## config.mk

```make
export PLATFORM = sky130hd
export DESIGN_NAME = lfu_cache_table_unit
export DESIGN_NICKNAME = d
export VERILOG_FILES = /design/src/design/lfu_pkg.sv /design/src/design/lfu_cache_table_unit.sv
export SDC_FILE = /design/constraint.sdc
export NUM_CORES = 2
export LEC_CHECK = 0
export BUFFER_PORTS_ARGS = -buffer_cell sky130_fd_sc_hd__buf_2
export CORE_MARGIN = 2
export CORE_UTILIZATION = 50
export CTS_BUF_LIST = sky130_fd_sc_hd__clkbuf_2
export CTS_CLUSTER_DIAMETER = 60
export DETAILED_ROUTE_END_ITERATION = 8
export PLACE_DENSITY = 0.66
export SETUP_SLACK_MARGIN = 0.4
export SLEW_MARGIN = 20
export SYNTH_ARGS = -nofsm -noshare
export SYNTH_HDL_FRONTEND = slang
export SYNTH_SLANG_ARGS = --single-unit
```

## constraint.sdc

```tcl
create_clock -name clk -period 8.3 [get_ports clk]
set_clock_uncertainty 0.2 [all_clocks]
set_input_delay 0.83 -clock clk [delete_from_list [all_inputs] [get_ports clk]]
set_output_delay 0.83 -clock clk [all_outputs]
set_load 0.01 [all_outputs]
```

## src/design/lfu_pkg.sv

```systemverilog
// Shared types and constants for the LFU cache table.
package lfu_pkg;

	localparam int KEY_W   = 32;
	localparam int VAL_W   = 32;
	localparam int CNT_W   = 16;
	localparam int STAMP_W = 32;
	localparam int CFG_W   = 5;

	localparam logic [CNT_W-1:0]   COUNT_MAX = '1;
	localparam logic [STAMP_W-1:0] TICK_MAX  = '1;
	localparam logic [CFG_W-1:0]   CFG_RESET = CFG_W'(16);

	typedef logic [CNT_W-1:0]   count_t;
	typedef logic [STAMP_W-1:0] stamp_t;

	// one memory word per slot
	typedef struct packed {
		logic [KEY_W-1:0] key;
		logic [VAL_W-1:0] value;
		count_t           count;
		stamp_t           stamp;
	} entry_t;

endpackage

```

## src/design/lfu_cache_table_unit.sv

```systemverilog
// LFU cache table with LRU tiebreak: scan sequencer over an entry memory with a single read port.
// Sequence: after start is accepted, SCAN reads every slot, LAST evaluates the final word
//   and UPDATE writes the entry and posts the result (zero capacity answers from idle).
//   A new item is taken only when idle, as the single read port is scanned one slot per cycle.
// Reset (arst_n low, asynchronous): all entries invalid, occupancy and tick zero,
//   capacity register 16, sequencer idle. The receiver cannot stall: done is a pulse.
module lfu_cache_table_unit
	import lfu_pkg::*;
#(
	parameter int CAPACITY = 16
) (
	input  logic               clk,
	input  logic               arst_n,
	// command channel
	input  logic               start,
	output logic               busy,
	input  logic               action,
	input  logic [KEY_W-1:0]   lookup_key,
	input  logic [VAL_W-1:0]   write_value,
	// capacity register write channel
	input  logic               cfg_valid,
	output logic               cfg_ready,
	input  logic [CFG_W-1:0]   cfg_data,
	// result, one cycle per word
	output logic               done,
	output logic               hit,
	output logic [VAL_W-1:0]   read_value
);

	localparam int IDX_W = (CAPACITY > 1) ? $clog2(CAPACITY) : 1;
	localparam int OCC_W = $clog2(CAPACITY + 1);
	localparam int CAP_W = (OCC_W > CFG_W) ? OCC_W : CFG_W;

	// IDLE waits for start; SCAN issues one read per slot; LAST evaluates the
	// final read word; UPDATE writes the touched/inserted slot and posts the result.
	typedef enum logic [1:0] {ST_IDLE, ST_SCAN, ST_LAST, ST_UPDATE} state_t;

	state_t state_q;

	// entry memory, registered read
	entry_t mem [CAPACITY];
	entry_t rdata_s1;
	logic   mem_we;
	logic [IDX_W-1:0] mem_waddr;
	entry_t mem_wdata;

	// per-slot valid bits live in flops so reset clears them at once
	logic [CAPACITY-1:0] valid_q;
	logic [OCC_W-1:0]    occ_q;
	stamp_t              tick_q;
	logic [CFG_W-1:0]    cfg_q;

	logic [IDX_W-1:0] cnt_q;
	logic             val_s1;
	logic [IDX_W-1:0] idx_s1;

	// latched request
	logic             act_q;
	logic [KEY_W-1:0] key_q;
	logic [VAL_W-1:0] wval_q;

	// scan trackers
	logic             found_q, have_min_q, have_free_q;
	logic [IDX_W-1:0] match_idx_q, min_idx_q, free_idx_q;
	logic [VAL_W-1:0] match_val_q;
	count_t           match_cnt_q, min_cnt_q;
	stamp_t           min_stamp_q;

	logic accept;
	logic [CAP_W-1:0] cap_eff, cfg_ext, cap_lim, occ_ext;
	logic full;
	logic use_victim, do_insert;
	logic slot_valid, key_match, min_better;
	stamp_t tick_nx;
	count_t cnt_nx;
	logic [IDX_W-1:0] ins_slot;

	assign busy      = (state_q != ST_IDLE);
	assign cfg_ready = 1'b1;
	assign accept    = start && !busy;

	// effective capacity is the register clamped to CAPACITY
	assign cfg_ext = CAP_W'(cfg_q);
	assign cap_lim = CAP_W'(CAPACITY);
	assign cap_eff = (cfg_ext > cap_lim) ? cap_lim : cfg_ext;
	assign occ_ext = CAP_W'(occ_q);
	assign full    = (occ_ext >= cap_eff);

	// compare of the word coming back from memory
	assign slot_valid = val_s1 && valid_q[idx_s1];
	assign key_match  = slot_valid && (rdata_s1.key == key_q);
	// strict less keeps the lowest slot on a full tie
	assign min_better = slot_valid && (!have_min_q ||
		(rdata_s1.count < min_cnt_q) ||
		((rdata_s1.count == min_cnt_q) && (rdata_s1.stamp < min_stamp_q)));

	// saturating tick and use count
	assign tick_nx = (tick_q != TICK_MAX) ? tick_q + STAMP_W'(1) : tick_q;
	assign cnt_nx  = (match_cnt_q != COUNT_MAX) ? match_cnt_q + CNT_W'(1) : match_cnt_q;

	// a put of a new key replaces the victim when full, else takes the lowest free slot
	assign use_victim = full && have_min_q;
	assign do_insert  = act_q && !found_q && (use_victim || have_free_q);
	assign ins_slot   = use_victim ? min_idx_q : free_idx_q;

	always_comb begin
		mem_we    = 1'b0;
		mem_waddr = match_idx_q;
		mem_wdata = '{key: key_q, value: match_val_q, count: cnt_nx, stamp: tick_nx};
		if (state_q == ST_UPDATE) begin
			if (found_q) begin
				mem_we = 1'b1;
				if (act_q) begin
					mem_wdata.value = wval_q;
				end
			end else if (do_insert) begin
				mem_we    = 1'b1;
				mem_waddr = ins_slot;
				mem_wdata = '{key: key_q, value: wval_q, count: CNT_W'(1), stamp: tick_nx};
			end
		end
	end

	always_ff @(posedge clk) begin
		if (mem_we) begin
			mem[mem_waddr] <= mem_wdata;
		end
		rdata_s1 <= mem[cnt_q];
	end

	// request latch and scan payload trackers
	always_ff @(posedge clk) begin
		if (accept) begin
			act_q  <= action;
			key_q  <= lookup_key;
			wval_q <= write_value;
		end
		idx_s1 <= cnt_q;
		if (key_match && !found_q) begin
			match_idx_q <= idx_s1;
			match_val_q <= rdata_s1.value;
			match_cnt_q <= rdata_s1.count;
		end
		if (min_better) begin
			min_idx_q   <= idx_s1;
			min_cnt_q   <= rdata_s1.count;
			min_stamp_q <= rdata_s1.stamp;
		end
		if (val_s1 && !valid_q[idx_s1] && !have_free_q) begin
			free_idx_q <= idx_s1;
		end
	end

	// sequencer, flags, cache bookkeeping and registered outputs
	always_ff @(posedge clk or negedge arst_n) begin
		if (!arst_n) begin
			state_q     <= ST_IDLE;
			cnt_q       <= '0;
			val_s1      <= 1'b0;
			found_q     <= 1'b0;
			have_min_q  <= 1'b0;
			have_free_q <= 1'b0;
			valid_q     <= '0;
			occ_q       <= '0;
			tick_q      <= '0;
			cfg_q       <= CFG_RESET;
			done        <= 1'b0;
			hit         <= 1'b0;
			read_value  <= '0;
		end else begin
			done   <= 1'b0;
			val_s1 <= (state_q == ST_SCAN);
			if (cfg_valid && cfg_ready) begin
				cfg_q <= cfg_data;
			end
			if (key_match) begin
				found_q <= 1'b1;
			end
			if (min_better) begin
				have_min_q <= 1'b1;
			end
			if (val_s1 && !valid_q[idx_s1]) begin
				have_free_q <= 1'b1;
			end
			case (state_q)
				ST_IDLE: begin
					if (accept) begin
						found_q     <= 1'b0;
						have_min_q  <= 1'b0;
						have_free_q <= 1'b0;
						cnt_q       <= '0;
						if (cap_eff == '0) begin
							// disabled cache: immediate miss, nothing changes
							done       <= 1'b1;
							hit        <= 1'b0;
							read_value <= '0;
						end else begin
							state_q <= ST_SCAN;
						end
					end
				end
				ST_SCAN: begin
					if (cnt_q == IDX_W'(CAPACITY - 1)) begin
						state_q <= ST_LAST;
					end else begin
						cnt_q <= cnt_q + IDX_W'(1);
					end
				end
				ST_LAST: begin
					state_q <= ST_UPDATE;
				end
				ST_UPDATE: begin
					state_q    <= ST_IDLE;
					done       <= 1'b1;
					hit        <= found_q;
					read_value <= (found_q && !act_q) ? match_val_q : '0;
					if (found_q || do_insert) begin
						tick_q <= tick_nx;
					end
					if (do_insert) begin
						valid_q[ins_slot] <= 1'b1;
						if (!use_victim) begin
							occ_q <= occ_q + OCC_W'(1);
						end
					end
				end
				default: begin
					state_q <= ST_IDLE;
				end
			endcase
		end
	end

endmodule

```

=== After elaboration in Yosys (flattened, before gate mapping) ===
Memories as Yosys holds them, arrays and structs flattened. A register that Yosys moved wholly into a read port is not among the register bits.
Index checks and enable logic that the tools add are counted.
Widths: inputs -> output; s select.

* Register bits after elaboration: 279
* Memory bits (writable): 1,792
* Bits of input ports: 74
* Logic and storage cells: 132
* Memories: 1

* Add/subtract/negate cells: 4
* Order comparisons: 7
* Eq/ne operators: 13
* Muxes and demuxes: 47
* Bitwise operators: 2
* Reductions and logical operators: 34

{| class="wikitable"
|+ Memory list
! memory !! words !! width !! rd ports !! clocked after Yosys merged registers in !! write ports !! RTL line !! text
|-
| mem || 16 || 112 || 1 || 1 || 1 || lfu_cache_table_unit.sv:41 || <nowiki>entry_t mem [CAPACITY];</nowiki>
|}

{| class="wikitable"
|+ Operator list
! cell !! number
|-
| $mux 32 || 6
|-
| $mux 80 || 2
|-
| $pmux 32 s2 || 1
|-
| $mux 48 || 1
|-
| $add 32x1->32 const B || 1
|-
| $eq 32x32->1 || 1
|-
| $lt 32x32->1 || 1
|-
| $ne 32x32->1 const B || 1
|-
| $mux 4 || 6
|-
| $mux 1 || 20
|-
| $add 16x1->16 const B || 1
|-
| $eq 16x16->1 || 1
|-
| $lt 16x16->1 || 1
|-
| $mux 16 || 1
|-
| $ne 16x16->1 const B || 1
|-
| $or 16x16->16 || 1
|-
| $logic_and 1x1->1 || 13
|-
| $reduce_and 3->1 || 4
|-
| $lt 4x5->1 const B || 2
|-
| $ne 2x2->1 const B || 4
|-
| $pmux 2 s4 || 1
|-
| $pmux 4 s2 || 1
|-
| $logic_not 1->1 || 6
|-
| $mux 2 || 3
|-
| other kinds (19) || 27
|}

=== Logic depth before layout (Yosys ltp) ===
* Depth in word-level cells: 11
* Mapped depth: 11
* Mapped depth without buffers: 9

=== Worst setup path before layout ===
Ideal clock, no wire load.

* Path kind: register to register
* Start: register cfg_q[4] (netlist: cfg_ext[4])
* End: memory mem[5][0] (netlist bit) (enable)
* Arrival time: 6.885 ns
* Required time: 7.516 ns
* Setup slack: 0.630 ns
* Stages on the path, launching flop included: 11
* Buffers on the path: 1
* Path through: dfstp_2 -> inv_1 -> nand2_1 -> ha_1 -> a21o_1 -> a31oi_1 -> a2bb2oi_2 -> buf_4 -> mux2i_1 -> a22oi_1 -> nor2_1

* Word-level cells in the longest chain between the ends: 11
* Elaborated cells on any way between the ends: 15
* Those cells by class: 2 x order compare; 10 x mux; 3 x reduce/logical

{| class="wikitable"
|+ RTL lines
! item !! RTL line !! text
|-
| start: declaration || lfu_cache_table_unit.sv:51 || <nowiki>logic [CFG_W-1:0] cfg_q;</nowiki>
|-
| start signal: assignment || lfu_cache_table_unit.sv:174 || <nowiki>cfg_q <= cfg_data;</nowiki>
|-
| $gt 5x5->1 || lfu_cache_table_unit.sv:85 || <nowiki>assign cap_eff = (cfg_ext > cap_lim) ? cap_lim : cfg_ext;</nowiki>
|-
| $mux 5 (*) || lfu_cache_table_unit.sv:85 ||
|-
| $ge 5x5->1 (*) || lfu_cache_table_unit.sv:87 || <nowiki>assign full = (occ_ext >= cap_eff);</nowiki>
|-
| $logic_and 1x1->1 (*) || lfu_cache_table_unit.sv:102 || <nowiki>assign use_victim = full && have_min_q;</nowiki>
|-
| $logic_or 1x1->1 || lfu_cache_table_unit.sv:103 || <nowiki>assign do_insert = act_q && !found_q && (use_victim || have_free_q);</nowiki>
|-
| $logic_and 1x1->1 || lfu_cache_table_unit.sv:103 ||
|-
| $mux 1 || lfu_cache_table_unit.sv:116 || <nowiki>end else if (do_insert) begin</nowiki>
|-
| $mux 1 || lfu_cache_table_unit.sv:111 || <nowiki>if (found_q) begin</nowiki>
|-
| $mux 1 || lfu_cache_table_unit.sv:110 || <nowiki>if (state_q == ST_UPDATE) begin</nowiki>
|-
| $mux 1 || lfu_cache_table_unit.sv:125 || <nowiki>if (mem_we) begin</nowiki>
|-
| $mux 1 (implied by the code) || lfu_cache_table_unit.sv:126 || <nowiki>mem[mem_waddr] <= mem_wdata;</nowiki>
|-
| end: declaration || lfu_cache_table_unit.sv:41 ||
|}

Every way passes the cells marked *; elsewhere a longest branch is shown, timed or not.

=== Final worst setup path ===
* Start: register cfg_q[4] (netlist: cfg_ext[4])
* End: memory mem[3][63] (netlist bit) (enable)

The elaborated chain is that of the path after synthesis.

==> metrics.yaml <==
outcome: "finished, final reports clean"
synth_seq_cells: 2183
hpwlAfterDp_um: 90480
tns_ns: 0
highest_layer: "met5"
seq_area_frac_synth: 0.7785
fmax_mhz: 190.8
end_kind: "flip-flop"
setup_ws_ns: 3.060
hold_start: "rdata_s1[55]$_DFF_P_"
timing.final.crit_period_ns: 5.240
wl_met1_um: 75430
ys_types: 66
die_y_um: 409.1
synth_compound_area_frac: 0.01153
grt_overflow: 0
fillCellCount: 12280
yosysWarnings: 0
cts_root_buffer: "clkbuf_2"
cts_tree: "yes"
postCtsSetupBuffers: 0
gp_congestion: 0.7422
finalHoldViolations: 0
place_inst: 5788
htreeDepth: 6
synthTopCellsByArea: "edfxtp_1 (72%), mux4_2 (15%), dfrtp_1 (3.1%), dfxtp_1 (2.8%), ha_1 (0.91%)"
dr_total_vias: 39650
crit_end: "mem[3][63]$_DFFE_PP_"
holdWs_ns: 0.1867
synthAdderAreaFrac: 0.009149
initial_core_util: 0.5036
maxSlewViolCount: 0
max_slew_margin: 0.1257
dr.first_iter.drc_count: 3535
critPathLaunchType: "flip-flop"
crit_arrival_ns: 6.30
synth_edf_count: 1965
fin_cells: 6967
cts_made_buffers: 553
drive_gt1_frac: 0.3621
slowest_delay_ns: 0.88
rsz0062_at_grt: "false"
synth_top_family_by_area: "multiplexers"
path_clk_slew_ns: 0.09
dieWidth_um: 409.1
area_growth_pct: 13.16
fin_util: 0.5698
multi_input_area_um2: 17680
clk_latency_ns: 1.76
synth_async_sr_flop_share: 0.04672
port_buffers: 108
fin_area_um2: 92860
ant_nets: 0
syn_area_per_cell_um2: 22.92
syn_area_um2: 82060
yosysTopAreaCellShare: 0.7191
drt-vias-per-instance: 5.691
cts.sinks: 2183
fp.dieArea_um2: 167400
ff_latch_area_um2: 63900
dr_wl_met3_um: 11570
drv_cap: 0
grt_pass1_wl_um: 265300
grt_pass1_vias: 42101
fin_nets: 4509
met2_length_um: 87710
synth_area_leader_cell: "edfxtp_1"
synthesis.instances: 3581
antenna_found_initial: 7
timing.rr.end: "mem[3][63]$_DFFE_PP_"
drc_errors: 0
core_um2: 163000
pre_cts_ws_ns: 3.066
clock_path_buffers: 4
hold_path.class: "reg -> reg"
finalWirelength_um: 178200
cp_max_fo: 48
place_area_um2: 85680
totalPowerFinal_mw: 26.11
ff2ff_setup_slack_ns: 3.06
fp-row-count: 148
synth-simple-area-share: 0.01651
vdd_drop_max_mv: 0.2337
synth_xor_area_frac: 0.01163
powerDensity_nw_per_um2: 281.2
crit_path_start: "cfg_ext[4]$_DFFE_PN1P_"
r2r_start: "cfg_ext[4]$_DFFE_PN1P_"
required_ns: 9.36
slowest_stage: "buf_4"
worstPathCellList: "inv_1 -> nand2_1 -> ha_1 -> a21o_1 -> a31oi_1 -> a2bb2oi_2 -> mux2i_1 -> a22oi_1 -> nor2_4 -> buf_4"
worst_pin_slew_ns: 1.312
track_usage: 0.2155
p_leak_nw: 31.67
grt_max_degree: 167
wl_per_cell_um: 25.58
ys.flop_type: "edfxtp_1"
synth.area.mux_share: 0.1619
synth_nets: 3715
dr.pass1.iters: 5
worst-r2r-cell-count: 10
setup_violations: 0
fin_crit_sh: 0.6313
ios: 110
path_class: "reg -> reg"
power by group:
group          total [mW]  internal (mW)  switching, mW
combinational        5.59           2.87           2.72
clock                7.01           2.88           4.13
sequential           13.5           12.9          0.610
per-layer routing:
metal,up-vias,global-route usage
met2,1435,0.3428
met5,-,0
met3,264,0.04899
met4,2,0.07068
li1,16923,-
met1,21026,0.2983
state kept, by name, indices dropped and copies added, names as in the netlist, 5 cells and up:
name         flops
mem           1792
rdata_s1       112
key_q           32
match_val_q     32
min_stamp_q     32
read_value      32
tick_q          32
wval_q          32
match_cnt_q     16
min_cnt_q       16
valid_q         16
cfg_ext          5
occ_ext          5
what timing repair did:
action                                 in CTS  in global routing
gates resized for setup                     0                  0
endpoints found under the hold margin     276                  0
hold buffers                              203                  0
worst min-delay path by stage:
stage / endpoint / slack [ns] / cells after the start
floorplan: idx_s1[2]$_DFF_P_ / 0.14 / 0
global placement: match_val_q[7]$_DFFE_PP_ / 0.19 / 0
detailed placement: match_val_q[2]$_DFFE_PP_ / 0.19 / 0
CTS: wval_q[6]$_DFFE_PP_ / 0.003 / 3
global route: wval_q[6]$_DFFE_PP_ / 0.12 / 3
finish: match_val_q[7]$_DFFE_PP_ / 0.19 / 0
cell usage in the layout, fill, tap and decap left out, types with 7 or more instances in the layout:
| master | Yosys | layout |
|---|---|---|
| edfxtp_1 | 1965 | 1965 |
| nor3_1 | 17 | 17 |
| inv_1 | 59 | 58 |
| clkbuf_2 | 2 | 836 |
| inv_2 | 0 | 19 |
| buf_12 | 0 | 16 |
| xnor2_2 | 0 | 13 |
| bufinv_16 | 0 | 7 |
| mux2_2 | 39 | 39 |
| buf_4 | 4 | 62 |
| nand4_1 | 36 | 36 |
| nand3_1 | 28 | 28 |
| dlygate4sd3_1 | 0 | 202 |
| nor2_1 | 85 | 66 |
| xor2_2 | 0 | 11 |
| xor2_1 | 54 | 43 |
| clkinv_2 | 0 | 11 |
| dfrtp_1 | 101 | 97 |
| nor2_4 | 0 | 17 |
| mux2i_1 | 11 | 11 |
| dfxtp_1 | 116 | 116 |
| buf_2 | 57 | 107 |
| and3_1 | 9 | 9 |
| mux4_2 | 564 | 564 |
| a21oi_1 | 27 | 25 |
| xnor2_1 | 55 | 42 |
| nand2_1 | 50 | 50 |
| a21o_1 | 19 | 19 |
| a22o_1 | 32 | 32 |
| nand2b_1 | 11 | 11 |
| clkinv_1 | 0 | 94 |
| ha_1 | 60 | 60 |
| o21ai_0 | 15 | 15 |
area by class of cell:
class / instances / area share
inverter: 59 / 0.002412
tap: 2175 / 0.02931
timing repair buffer: 391 / 0.03705
antenna: 3 / 0.00008085
sequential: 2183 / 0.6881
multi-input combinational: 1187 / 0.1904
clock inverter: 133 / 0.007600
clock buffer: 836 / 0.04506
cell usage after synthesis, types with 32 or more instances:
cell / instances
xor2_1: 54
a22o_1: 32
dfrtp_1: 101
nor2_1: 85
buf_2: 57
ha_1: 60
nand4_1: 36
xnor2_1: 55
dfxtp_1: 116
mux2_2: 39
edfxtp_1: 1965
inv_1: 59
mux4_2: 564
nand2_1: 50
clkbuf_1: 77
logic make-up after synthesis:
kind of cell             count (synthesis)
adder cells (fa/ha/maj)                 60
AO/OA/AOI/OAI                          130
other                                    1
flip-flops                            2183
XOR/XNOR                               109
AND/OR/NAND/NOR                        270
multiplexers                           617
buffers and inverters                  211
critical path, delay by kind of cell (launching register included):
family	cells	cell delay, ns
AND/OR/NAND/NOR	2	0.78
multiplexers	1	0.55
AO/OA/AOI/OAI	4	1.47
buffers and inverters	2	0.98
adder cells (fa/ha/maj)	1	0.24
flip-flops	1	0.54
(Power assumes the default switching activity.)
